$ cat config.mk
export PLATFORM = sky130hd
export DESIGN_NAME = block_bitmap_find_and_set_top
export DESIGN_NICKNAME = d
export VERILOG_FILES = /design/src/rtl/core/bbfs_pkg.sv /design/src/rtl/core/block_bitmap_find_and_set_top.sv /design/src/rtl/core/bbfs_ram.sv /design/src/rtl/core/bbfs_ctrl.sv /design/src/rtl/core/bbfs_dp.sv
export SDC_FILE = /design/constraint.sdc
export NUM_CORES = 1
export LEC_CHECK = 0
export CORE_MARGIN = 5
export CORE_UTILIZATION = 50
export DETAILED_ROUTE_END_ITERATION = 10
export DONT_BUFFER_PORTS = 1
export SYNTH_ARGS = -nofsm -noshare
export SYNTH_HDL_FRONTEND = slang
export SYNTH_SLANG_ARGS = --single-unit
export TNS_END_PERCENT = 30
$ cat constraint.sdc
create_clock -name aclk -period 13.07 [get_ports aclk]
set_input_delay 1.9605 -clock aclk [delete_from_list [all_inputs] [get_ports aclk]]
set_output_delay 1.9605 -clock aclk [all_outputs]
set_load 0.1 [all_outputs]
$ cat src/rtl/core/bbfs_pkg.sv
// Shared types, constants and helpers for the block bitmap find-and-set block.
// No dependencies.
`timescale 1ns / 1ps

package bbfs_pkg;

    localparam int POS_W      = 10;
    localparam int CFG_W      = 11;
    localparam int BYTE_W     = 8;
    localparam int ROW_BYTES  = 8;
    localparam int ROW_BITS   = ROW_BYTES * BYTE_W;
    localparam int OFF_W      = 6;
    localparam int BYTE_IDX_W = 3;
    localparam int BIT_IDX_W  = 3;

    localparam logic [CFG_W-1:0] CFG_RESET = 11'd1024;

    localparam logic FUNC_FIND = 1'b0;
    localparam logic FUNC_SET  = 1'b1;

    typedef struct packed {
        logic accept;
        logic clr_step;
        logic find_step;
        logic set_read;
        logic set_write;
        logic load_out;
    } bbfs_cmd_t;

    typedef struct packed {
        logic clr_done;
        logic in_error;
        logic in_set;
        logic scan_done;
    } bbfs_sts_t;

    // Lowest set bit of a row: first non-empty byte, then bit within it
    function automatic logic [OFF_W-1:0] first_one(input logic [ROW_BITS-1:0] v);
        logic [BYTE_IDX_W-1:0] b;
        logic [BIT_IDX_W-1:0]  k;
        logic [BYTE_W-1:0]     sel;
        b = '0;
        k = '0;
        for (int i = ROW_BYTES - 1; i >= 0; i--) begin
            if (|v[i*BYTE_W +: BYTE_W]) begin
                b = BYTE_IDX_W'(i);
            end
        end
        sel = v[{b, 3'b000} +: BYTE_W];
        for (int j = BYTE_W - 1; j >= 0; j--) begin
            if (sel[j]) begin
                k = BIT_IDX_W'(j);
            end
        end
        return {b, k};
    endfunction

endpackage

$ cat src/rtl/core/block_bitmap_find_and_set_top.sv
// Channel   | handshake            | payload
// s_ (in)   | s_valid / s_ready    | s_func, s_position, s_bit_value
// m_ (out)  | m_valid / m_ready    | m_error, m_found, m_found_index, m_entry_byte
// cfg       | cfg_valid / cfg_ready| cfg_data (bits_in_use)
//
// One item at a time. Find scans 64-bit rows from the start row to the hit or last
// valid row (at most 16 at 1024 bits); one row per cycle, set by the single map
// read port. Set: a row read, then a row write. After reset a clearing pass writes
// one row a cycle, all MAX_BITS/64 rows (16), with s_ready low. A finished item
// waits in the result registers until the output register is free; s_ready rises
// again once it is loaded there, so the next item is taken while it is stalled.
// Depends on bbfs_pkg, bbfs_ctrl, bbfs_dp, bbfs_ram.
`timescale 1ns / 1ps

module block_bitmap_find_and_set_top import bbfs_pkg::*; #(
    parameter int MAX_BITS = 1024
) (
    input  logic              aclk,
    input  logic              aresetn,
    input  logic              s_valid,
    output logic              s_ready,
    input  logic              s_func,
    input  logic [POS_W-1:0]  s_position,
    input  logic              s_bit_value,
    output logic              m_valid,
    input  logic              m_ready,
    output logic              m_error,
    output logic              m_found,
    output logic [POS_W-1:0]  m_found_index,
    output logic [BYTE_W-1:0] m_entry_byte,
    input  logic              cfg_valid,
    output logic              cfg_ready,
    input  logic [CFG_W-1:0]  cfg_data
);

    bbfs_cmd_t cmd;
    bbfs_sts_t sts;

    assign cfg_ready = 1'b1;

    bbfs_ctrl u_ctrl (
        .aclk    (aclk),
        .aresetn (aresetn),
        .s_valid (s_valid),
        .s_ready (s_ready),
        .m_valid (m_valid),
        .m_ready (m_ready),
        .sts     (sts),
        .cmd     (cmd)
    );

    bbfs_dp #(
        .MAX_BITS (MAX_BITS)
    ) u_dp (
        .aclk          (aclk),
        .aresetn       (aresetn),
        .cmd           (cmd),
        .sts           (sts),
        .s_func        (s_func),
        .s_position    (s_position),
        .s_bit_value   (s_bit_value),
        .cfg_wr        (cfg_valid && cfg_ready),
        .cfg_data      (cfg_data),
        .m_error       (m_error),
        .m_found       (m_found),
        .m_found_index (m_found_index),
        .m_entry_byte  (m_entry_byte)
    );

endmodule

$ cat src/rtl/core/bbfs_ram.sv
// Generic single-port-write, single-port-read RAM with registered read data.
// No dependencies.
`timescale 1ns / 1ps

module bbfs_ram #(
    parameter int WIDTH = 64,
    parameter int DEPTH = 16,
    parameter int AW    = (DEPTH > 1) ? $clog2(DEPTH) : 1
) (
    input  logic             aclk,
    input  logic             we,
    input  logic [AW-1:0]    waddr,
    input  logic [WIDTH-1:0] wdata,
    input  logic             re,
    input  logic [AW-1:0]    raddr,
    output logic [WIDTH-1:0] rdata
);

    logic [WIDTH-1:0] mem [DEPTH];
    logic [WIDTH-1:0] rdata_reg;

    always_ff @(posedge aclk) begin
        if (we) begin
            mem[waddr] <= wdata;
        end
        if (re) begin
            rdata_reg <= mem[raddr];
        end
    end

    assign rdata = rdata_reg;

endmodule

$ cat src/rtl/core/bbfs_ctrl.sv
// Controller FSM: clearing pass, request sequencing and result handshake.
// Depends on bbfs_pkg.
`timescale 1ns / 1ps

module bbfs_ctrl import bbfs_pkg::*; (
    input  logic      aclk,
    input  logic      aresetn,
    input  logic      s_valid,
    output logic      s_ready,
    output logic      m_valid,
    input  logic      m_ready,
    input  bbfs_sts_t sts,
    output bbfs_cmd_t cmd
);

    typedef enum logic [2:0] {
        ST_CLEAR,
        ST_IDLE,
        ST_FIND,
        ST_SET_RD,
        ST_SET_WR,
        ST_DONE
    } state_t;

    state_t state_reg, state_next;
    logic   m_valid_reg, m_valid_next;

    always_comb begin
        state_next   = state_reg;
        m_valid_next = m_valid_reg && !m_ready;
        cmd          = '0;
        unique case (state_reg)
            ST_CLEAR: begin
                cmd.clr_step = 1'b1;
                if (sts.clr_done) begin
                    state_next = ST_IDLE;
                end
            end
            ST_IDLE: begin
                if (s_valid) begin
                    cmd.accept = 1'b1;
                    if (sts.in_error) begin
                        state_next = ST_DONE;
                    end else if (sts.in_set) begin
                        state_next = ST_SET_RD;
                    end else begin
                        state_next = ST_FIND;
                    end
                end
            end
            ST_FIND: begin
                cmd.find_step = 1'b1;
                if (sts.scan_done) begin
                    state_next = ST_DONE;
                end
            end
            ST_SET_RD: begin
                cmd.set_read = 1'b1;
                state_next   = ST_SET_WR;
            end
            ST_SET_WR: begin
                cmd.set_write = 1'b1;
                state_next    = ST_DONE;
            end
            ST_DONE: begin
                // wait for the output register to free up
                if (!m_valid_reg || m_ready) begin
                    cmd.load_out = 1'b1;
                    m_valid_next = 1'b1;
                    state_next   = ST_IDLE;
                end
            end
            default: begin
                state_next = ST_IDLE;
            end
        endcase
    end

    always_ff @(posedge aclk) begin
        if (!aresetn) begin
            state_reg   <= ST_CLEAR;
            m_valid_reg <= 1'b0;
        end else begin
            state_reg   <= state_next;
            m_valid_reg <= m_valid_next;
        end
    end

    assign s_ready = (state_reg == ST_IDLE);
    assign m_valid = m_valid_reg;

endmodule

$ cat src/rtl/core/bbfs_dp.sv
// Datapath: bit map store, row scan, bit write, count register and result registers.
// Depends on bbfs_pkg and bbfs_ram.
`timescale 1ns / 1ps

module bbfs_dp import bbfs_pkg::*; #(
    parameter int MAX_BITS = 1024
) (
    input  logic              aclk,
    input  logic              aresetn,
    input  bbfs_cmd_t         cmd,
    output bbfs_sts_t         sts,
    input  logic              s_func,
    input  logic [POS_W-1:0]  s_position,
    input  logic              s_bit_value,
    input  logic              cfg_wr,
    input  logic [CFG_W-1:0]  cfg_data,
    output logic              m_error,
    output logic              m_found,
    output logic [POS_W-1:0]  m_found_index,
    output logic [BYTE_W-1:0] m_entry_byte
);

    localparam int ROWS  = (MAX_BITS + ROW_BITS - 1) / ROW_BITS;
    localparam int RA_W  = (ROWS > 1) ? $clog2(ROWS) : 1;
    localparam int CNT_W = ($clog2(MAX_BITS + 1) > CFG_W) ? $clog2(MAX_BITS + 1) : CFG_W;

    logic [CFG_W-1:0]    bits_in_use_reg;
    logic [CNT_W-1:0]    count;
    logic [CNT_W-1:0]    pos_ext;
    logic [CNT_W-1:0]    last_bit;
    logic [CNT_W-1:0]    hit_pos;

    logic [RA_W-1:0]     clr_row_reg;
    logic [RA_W-1:0]     rd_row_reg;
    logic [RA_W-1:0]     ev_row_reg;
    logic                ev_valid_reg;
    logic [RA_W-1:0]     start_row_reg;
    logic [OFF_W-1:0]    start_off_reg;
    logic [RA_W-1:0]     last_row_reg;
    logic [OFF_W-1:0]    last_off_reg;
    logic                bit_reg;

    logic                res_error_reg;
    logic                res_found_reg;
    logic [POS_W-1:0]    res_idx_reg;
    logic [BYTE_W-1:0]   res_entry_reg;

    logic                out_error_reg;
    logic                out_found_reg;
    logic [POS_W-1:0]    out_idx_reg;
    logic [BYTE_W-1:0]   out_entry_reg;

    logic                ram_we;
    logic [RA_W-1:0]     ram_waddr;
    logic [ROW_BITS-1:0] ram_wdata;
    logic                ram_re;
    logic [ROW_BITS-1:0] ram_rdata;

    logic [ROW_BITS-1:0] match;
    logic [ROW_BITS-1:0] lo_mask;
    logic [ROW_BITS-1:0] hi_mask;
    logic [ROW_BITS-1:0] cand;
    logic                hit;
    logic [OFF_W-1:0]    hit_off;

    logic [BYTE_W-1:0]   old_byte;
    logic [BYTE_W-1:0]   bit_mask;
    logic [BYTE_W-1:0]   new_byte;
    logic [ROW_BITS-1:0] new_row;

    // Counts above the map size saturate
    assign count    = (CNT_W'(bits_in_use_reg) > CNT_W'(MAX_BITS)) ?
                      CNT_W'(MAX_BITS) : CNT_W'(bits_in_use_reg);
    assign pos_ext  = CNT_W'(s_position);
    assign last_bit = count - CNT_W'(1);

    assign sts.clr_done  = (clr_row_reg == RA_W'(ROWS - 1));
    assign sts.in_error  = (pos_ext >= count);
    assign sts.in_set    = (s_func == FUNC_SET);
    assign sts.scan_done = ev_valid_reg && (hit || (ev_row_reg == last_row_reg));

    // Scan: bits below the start and past the last valid bit are masked
    assign match   = bit_reg ? ram_rdata : ~ram_rdata;
    assign lo_mask = {ROW_BITS{1'b1}} << start_off_reg;
    assign hi_mask = {ROW_BITS{1'b1}} >> (OFF_W'(ROW_BITS - 1) - last_off_reg);
    assign cand    = match
                   & ((ev_row_reg == start_row_reg) ? lo_mask : {ROW_BITS{1'b1}})
                   & ((ev_row_reg == last_row_reg)  ? hi_mask : {ROW_BITS{1'b1}});
    assign hit     = |cand;
    assign hit_off = first_one(cand);
    assign hit_pos = (CNT_W'(ev_row_reg) << OFF_W) | CNT_W'(hit_off);

    // Bit write: read-modify-write of the row holding the entry
    assign old_byte = ram_rdata[{start_off_reg[OFF_W-1:BIT_IDX_W], 3'b000} +: BYTE_W];
    assign bit_mask = BYTE_W'(1) << start_off_reg[BIT_IDX_W-1:0];
    assign new_byte = bit_reg ? (old_byte | bit_mask) : (old_byte & ~bit_mask);

    always_comb begin
        for (int b = 0; b < ROW_BYTES; b++) begin
            new_row[b*BYTE_W +: BYTE_W] =
                (BYTE_IDX_W'(b) == start_off_reg[OFF_W-1:BIT_IDX_W]) ?
                new_byte : ram_rdata[b*BYTE_W +: BYTE_W];
        end
    end

    assign ram_we    = cmd.clr_step || cmd.set_write;
    assign ram_waddr = cmd.clr_step ? clr_row_reg : rd_row_reg;
    assign ram_wdata = cmd.clr_step ? '0 : new_row;
    assign ram_re    = cmd.find_step || cmd.set_read;

    bbfs_ram #(
        .WIDTH (ROW_BITS),
        .DEPTH (ROWS)
    ) u_map_ram (
        .aclk  (aclk),
        .we    (ram_we),
        .waddr (ram_waddr),
        .wdata (ram_wdata),
        .re    (ram_re),
        .raddr (rd_row_reg),
        .rdata (ram_rdata)
    );

    // Control registers
    always_ff @(posedge aclk) begin
        if (!aresetn) begin
            bits_in_use_reg <= CFG_RESET;
            clr_row_reg     <= '0;
            ev_valid_reg    <= 1'b0;
        end else begin
            if (cfg_wr) begin
                bits_in_use_reg <= cfg_data;
            end
            if (cmd.clr_step && !sts.clr_done) begin
                clr_row_reg <= clr_row_reg + RA_W'(1);
            end
            if (cmd.accept) begin
                ev_valid_reg <= 1'b0;
            end else if (cmd.find_step) begin
                ev_valid_reg <= 1'b1;
            end
        end
    end

    // Request and result registers
    always_ff @(posedge aclk) begin
        if (cmd.accept) begin
            rd_row_reg    <= pos_ext[RA_W+OFF_W-1:OFF_W];
            start_row_reg <= pos_ext[RA_W+OFF_W-1:OFF_W];
            start_off_reg <= pos_ext[OFF_W-1:0];
            last_row_reg  <= last_bit[RA_W+OFF_W-1:OFF_W];
            last_off_reg  <= last_bit[OFF_W-1:0];
            bit_reg       <= s_bit_value;
            res_error_reg <= sts.in_error;
            res_found_reg <= 1'b0;
            res_idx_reg   <= '0;
            res_entry_reg <= '0;
        end
        if (cmd.find_step) begin
            ev_row_reg <= rd_row_reg;
            // hold on the last row; the repeat read is never evaluated
            if (rd_row_reg != last_row_reg) begin
                rd_row_reg <= rd_row_reg + RA_W'(1);
            end
            if (ev_valid_reg && hit) begin
                res_found_reg <= 1'b1;
                res_idx_reg   <= hit_pos[POS_W-1:0];
            end
        end
        if (cmd.set_write) begin
            res_entry_reg <= new_byte;
        end
        if (cmd.load_out) begin
            out_error_reg <= res_error_reg;
            out_found_reg <= res_found_reg;
            out_idx_reg   <= res_idx_reg;
            out_entry_reg <= res_entry_reg;
        end
    end

    assign m_error       = out_error_reg;
    assign m_found       = out_found_reg;
    assign m_found_index = out_idx_reg;
    assign m_entry_byte  = out_entry_reg;

endmodule

Word level (Yosys, flattened, before mapping)
Memories as Yosys holds them, arrays and structs flattened. A register that Yosys moved wholly into a read port is not among the register bits.
Index checks and enable logic that the tools add are counted.
W data, S select, Z words.
{"block": "word_totals", "n_memories": 1, "ramBits": 1024, "elab_cells": 146, "reg_bits": 89, "output_inout_bits": 23, "in_bits": 28}
{"block": "classes", "muxes": 61, "n_reduce_logical": 25, "order_cmp": 2, "eq_ne": 20, "n_shift": 5, "n_addsub": 4, "bitwise": 8}
{"memory": "u_dp.u_map_ram.mem", "words": 16, "width": 64, "read_ports": 1, "rd_ports_with_merged_regs": 1, "wr": 1, "line": "bbfs_ram.sv:19", "rtl": "logic [WIDTH-1:0] mem [DEPTH];"}
{"op": "$mux W64", "count": 4}
{"op": "$and A64 B64 Y64", "count": 2}
{"op": "$shiftx A64 B7 Y8", "count": 2}
{"op": "$mux W8", "count": 11}
{"op": "$not A64 Y64", "count": 1}
{"op": "$reduce_or A64 Y1", "count": 1}
{"op": "$reduce_or A8 Y1", "count": 8}
{"op": "$shl A64 B6 Y64 const A", "count": 1}
{"op": "$shr A64 B6 Y64 const A", "count": 1}
{"op": "$mux W3", "count": 21}
{"op": "$mux W10", "count": 3}
{"op": "$pmux W3 S6", "count": 1}
{"op": "$mux W1", "count": 16}
{"op": "$mux W4", "count": 4}
{"op": "$eq A3 B3 Y1 const A", "count": 4}
{"op": "$ge A10 B11 Y1", "count": 1}
{"op": "$gt A11 B11 Y1 const B", "count": 1}
{"op": "$mux W11", "count": 1}
{"op": "$or A10 B6 Y10", "count": 1}
{"op": "$sub A10 B1 Y10 const B", "count": 1}
{"op": "$add A4 B1 Y4 const B", "count": 2}
{"op": "$and A8 B8 Y8", "count": 1}
{"op": "$eq A4 B4 Y1", "count": 2}
{"op": "$not A8 Y8", "count": 1}
{"op": "other kinds (20)", "count": 34}

Logic depth before layout (Yosys ltp)
{"block": "depth", "ltp_word": 25, "depth_mapped": 20, "mapped_depth_nobuf": 20}

By module
Synthesis repeated with hierarchy kept, for this count alone.
{"block": "hier_totals", "cells_unflattened": 2780, "hier_area_um2": 49169.7}
{"mod": "bbfs_ram", "area_per_inst_um2": 40222.3, "instances": 1, "seq_area_each_um2": 32671.3, "cells_per_inst": 1647}
{"mod": "bbfs_dp", "area_per_inst_um2": 8643.3, "instances": 1, "seq_area_each_um2": 2242.2, "cells_per_inst": 1100}
{"mod": "bbfs_ctrl", "area_per_inst_um2": 292.8, "instances": 1, "seq_area_each_um2": 80.1, "cells_per_inst": 31}
{"mod": "block_bitmap_find_and_set_top", "area_per_inst_um2": 11.3, "instances": 1, "seq_area_each_um2": 0.0, "cells_per_inst": 2}

Least setup slack after synthesis
Ideal clock, no wire load.
{"block": "synth_timing", "path_type": "register -> register", "startpoint": "register u_ctrl.state_reg[1]", "endpoint": "register u_dp.res_idx_reg[2]", "path_stages_with_launch": 7, "arrival_time_ps": 4725, "setup_slack_ps": 8261, "synth_period_minus_slack_ps": 4809, "n_path_buf": 0, "setup_time_ps": 84, "t_required_ps": 12986, "path_cell_list": "dfxtp_1 -> nor2b_1 -> nor2b_1 -> nand3_2 -> a211oi_2 -> nand2b_4 -> o31ai_2"}
{"block": "synth_between", "elab_chain_len": 5, "elab_cells_between_ends": 7, "cone_classes": "2 x eq/ne; 5 x mux"}
{"item": "start: declaration", "line": "bbfs_ctrl.sv:25", "rtl": "state_t state_reg, state_next;"}
{"item": "start signal: assignment", "line": "bbfs_ctrl.sv:84", "rtl": "state_reg <= state_next;"}
{"item": "$eq A3 B1 Y1", "line": "bbfs_ctrl.sv:32", "rtl": "unique case (state_reg)"}
{"item": "$mux W1", "line": "bbfs_ctrl.sv:32"}
{"item": "$mux W10", "line": "bbfs_dp.sv:147", "rtl": "if (cmd.accept) begin"}
{"item": "$mux W10", "line": "bbfs_dp.sv:165", "rtl": "if (ev_valid_reg && hit) begin"}
{"item": "$mux W10 (*)", "line": "bbfs_dp.sv:159", "rtl": "if (cmd.find_step) begin"}
{"item": "end signal: assignment", "line": "bbfs_dp.sv:167", "rtl": "res_idx_reg <= hit_pos[POS_W-1:0];"}
{"item": "end: declaration", "line": "bbfs_dp.sv:45", "rtl": "logic [POS_W-1:0] res_idx_reg;"}
Every way passes the cells marked *; elsewhere a longest branch is shown, timed or not.
A chain may end at the register's enable or synchronous reset.

Final worst setup path
{"block": "layout_timing", "startpoint": "register u_dp.ev_row_reg[0]", "endpoint": "register u_dp.res_idx_reg[2]"}
{"block": "layout_between", "elab_chain_len": 25, "elab_cells_between_ends": 36, "cone_classes": "2 x eq/ne; 1 x shift; 20 x mux; 3 x bitwise; 10 x reduce/logical"}
{"item": "start: declaration", "line": "bbfs_dp.sv:35", "rtl": "logic [RA_W-1:0] ev_row_reg;"}
{"item": "start signal: assignment", "line": "bbfs_dp.sv:160", "rtl": "ev_row_reg <= rd_row_reg;"}
{"item": "$eq A4 B4 Y1", "line": "bbfs_dp.sv:87", "rtl": "& ((ev_row_reg == start_row_reg) ? lo_mask : {ROW_BITS{1'b1}})"}
{"item": "$mux W64", "line": "bbfs_dp.sv:87"}
{"item": "$and A64 B64 Y64", "line": "bbfs_dp.sv:87"}
{"item": "$and A64 B64 Y64 (*)", "line": "bbfs_dp.sv:88", "rtl": "& ((ev_row_reg == last_row_reg) ? hi_mask : {ROW_BITS{1'b1}});"}
{"item": "$reduce_or A8 Y1", "line": "bbfs_pkg.sv:45", "rtl": "if (|v[i*BYTE_W +: BYTE_W]) begin"}
{"item": "$mux W3 (8 in a row)", "line": "bbfs_pkg.sv:45"}
{"item": "$shiftx A64 B7 Y8", "line": "bbfs_pkg.sv:49", "rtl": "sel = v[{b, 3'b000} +: BYTE_W];"}
{"item": "$mux W3 (8 in a row)", "line": "bbfs_pkg.sv:51", "rtl": "if (sel[j]) begin"}
{"item": "$or A10 B6 Y10", "line": "bbfs_dp.sv:91", "rtl": "assign hit_pos = (CNT_W'(ev_row_reg) << OFF_W) | CNT_W'(hit_off);"}
{"item": "$mux W10 (*)", "line": "bbfs_dp.sv:165"}
{"item": "$mux W10 (*)", "line": "bbfs_dp.sv:159"}
Marks and branches as above.

==> results.md <==
* Synth Instances at 2639
* Clock Sinks at 1177
* Vias/cell at 6.53
* Psw at 4.25 mW
* Final setup viols at 0
* PwrDens at 240 nW/um^2
* Initial Utilization at 50.5%
* Ys Warns at 0
* Sequential fraction of design power at 45.0%
* DRT iter0 DRCs at 3203
* Hold Path Cell Cnt at 0
* Synth unique cells at 88
* Final instance area at 54300 sq um
* Sw Ratio at 32.6%
* Endpoint, Worst Hold: u_dp.m_found$_DFFE_PP_
* Data required time of the worst path at 13.68 ns
* RSZ-0062 raised after global routing: no
* Pin count of the biggest net entering global routing at 61
* Routability congestion estimate at 1.01
* Worst reg2reg path endpoint: u_dp.res_idx_reg[2]$_DFF_P_
* DP Area at 50600 sq um
* Post-DP HPWL at 82700 microns
* Post-CTS setup buffers at 0
* Fmax at 0.164 GHz
* H-tree depth at 3
* Row count at 114
* Register area at 35000 sq um
* Post-synth EDFFs at 1142
* Net count after synthesis at 2680
* Die W at 323 microns
* Setup crit end kind: register
* Setup TNS at 0 ns
* Final wirelength at 139000 microns
* DR vias at 26400
* Number of synthesized register bits at 1177
* Clk pwr share at 24.5%
* Crit path max fanout at 27
* CP Launch Type: register
* Synth Area per Inst at 18.6 sq um
* Hold Buf Count CTS at 0
* TritonRoute pass-1 iters at 6
* Cell Area, Synth at 49000 sq um
* Worst slew pin tran at 1.30 ns
* Most area-hungry cell type in the Yosys netlist: edfxtp_1
* Hold Path Class: reg2reg
* Largest register FFs at 1024
* Status: finished clean
* Area Growth Syn to Fin at 10.8%
* Seq/Total Area, Yosys at 71.4%
* Multi-input gate area at 13400 sq um
* Ys flop type: edfxtp_1
* DR WL/cell at 34.4 microns
* Synth top area share at 70.0%
* CTS Buf Count at 115
* Global-route wire length before repair at 198000 microns
* Layout cell share with drive strength beyond 1 at 22.9%
* Slew HR at 13.0%
* Core area at 97000 sq um
* Reg2reg setup slack at 6.98 ns
* Total global-route track usage at 26.8%
* CTS Buffer Depth at 3
* Root Buffer: clkbuf_16
* Grt ovf at 0
* Crit path kind: reg2reg
* Worst r2r src: u_dp.ev_row_reg[0]$_DFFE_PP_
* Post-CTS Resized at 0
* Reg2Reg Depth at 14
* Hold slack at 0.422 ns
* Hold Startpoint: u_dp.res_found_reg$_DFF_P_
* Die H at 323 microns
* Fin crit share at 46.6%
* Most frequent cell after synthesis: edfxtp_1
* Worst vdd ir at 0.286 mV
* Post-route ant nets at 0
* Ports at 51
* Initial antenna violation count at 5
* Logic gate share of total power at 30.5%
* Tmin final at 6.09 ns
* IO buf count at 0
* Max_cap viols at 0
* Fill cells at 7437
* Clock Latency Late Sink at 0.71 ns
* Slew Limit Fails at 0
* TritonCTS clock tree: done
* Final Net Count at 2707
* Leak at 17.3 nW
* Overall die area at 104000 sq um
* Vias in the first global route at 26600
* Internal at 8.78 mW
* Async SR Flop Fraction at 0%
* Final Hold Viols at 0
* # DRC at 0
* Worst EP arrival at 6.70 ns
* Clk slew on worst S/H paths at 0.07 ns
* Top cells by area, synth: edfxtp_1, mux4_2, nand2_1
* Layout Skew at 0.0296 ns
* Most frequent cells after synthesis: edfxtp_1, mux4_2, nand2_1, a21oi_1, clkbuf_1
[power by group through the flow]
stage / clock, mW / combinational, mW / sequential [mW]
floorplan: 0 / 2.76 / 5.66
global placement: 0 / 3.96 / 5.90
detailed placement: 0 / 4.00 / 5.94
CTS: 3.26 / 4.02 / 5.87
global route: 3.43 / 4.23 / 5.91
finish: 3.20 / 3.98 / 5.86
[placed cells by master, fill, tap and decap left out, drive strengths merged, types with 15 or more instances in the layout]
cell type and count:
edfxtp 1142, mux4 336, nand2 197, clkbuf 134
a21oi 121, nor2 90, o21ai 85, buf 69
clkinv 63, xnor2 46, mux2i 40, xor2 36
dfxtp 35, nand3 31, nor2b 30, inv 28
nor3 20, and3 15, o21a 15
[layout make-up]
cell class                      count  area share [%]
Antenna cell                        2         0.00922
Clock buffer                      134            5.47
Tap cell                         1276            2.94
Sequential cell                  1177            64.5
Timing Repair Buffer               69           0.954
Multi-Input combinational cell   1277            24.7
Inverter                           26           0.180
Clock inverter                     78            1.24
[cell families (layout without fill, tap and decap cells)]
group	after synthesis	in the layout	share of synthesized area (%)
multiplexers	378	378	16.3
buffers and inverters	185	307	1.58
flip-flops	1177	1177	71.4
XOR/XNOR	82	82	1.47
AND/OR/NAND/NOR	457	457	4.40
other	1	3	0.00765
adder cells (fa/ha/maj)	14	14	0.352
AO/OA/AOI/OAI	345	345	4.51
[routing by layer]
metal	track usage, %	part of all wire [%]	vias to the layer above
met2	42.5	48	1134
met1	39.5	43	14200
li1	-	-	10800
met4	7.86	3.3	2
met5	0	0.012	-
met3	3.82	6.7	237
[worst max-delay path by stage]
| stage | startpoint | endpoint | slack, ns | cells past startpoint |
|---|---|---|---|---|
| 2_1_floorplan | u_ctrl.state_reg[1]$_SDFFE_PN0P_ | u_dp.res_idx_reg[2]$_DFF_P_ | 8.26 | 6 |
| 3_3_place_gp | u_dp.ev_row_reg[0]$_DFFE_PP_ | u_dp.res_idx_reg[0]$_DFF_P_ | 7.05 | 14 |
| 3_5_place_dp | u_dp.ev_row_reg[0]$_DFFE_PP_ | u_dp.res_idx_reg[2]$_DFF_P_ | 7.16 | 14 |
| 4_1_cts | u_dp.ev_row_reg[0]$_DFFE_PP_ | u_dp.res_idx_reg[2]$_DFF_P_ | 7.11 | 14 |
| 5_1_grt | u_dp.ev_row_reg[0]$_DFFE_PP_ | u_dp.res_idx_reg[2]$_DFF_P_ | 6.79 | 14 |
| 6_report | u_dp.ev_row_reg[0]$_DFFE_PP_ | u_dp.res_idx_reg[2]$_DFF_P_ | 6.98 | 14 |
[stage by stage]
step                      util [%]  total power, mW  setup WS, ns  std cells
after global placement        52.2             9.86          7.05       3825
after floorplan                  -             8.43          8.26       2639
after detailed placement      52.2             9.94          7.16       3825
final                         56.0             13.0          6.98       4039
after CTS                     56.0             13.1          7.11       4037
after global routing          56.0             13.6          6.79       4037
[critical path: stages (launching register included)]
cell and delay (ns):
edfxtp_1 0.45, xnor2_1 0.26, and4_1 0.24, buf_4 0.37, nand2_1 0.57, o21ai_0 0.84, nand4_1 0.21, nor4b_2 0.58
o21ai_1 0.32, a32oi_4 0.96, mux2i_1 0.29, mux2i_1 0.14, a211o_1 0.35, nand2b_4 0.16, o31ai_2 0.22
(Power assumes the default switching activity.)
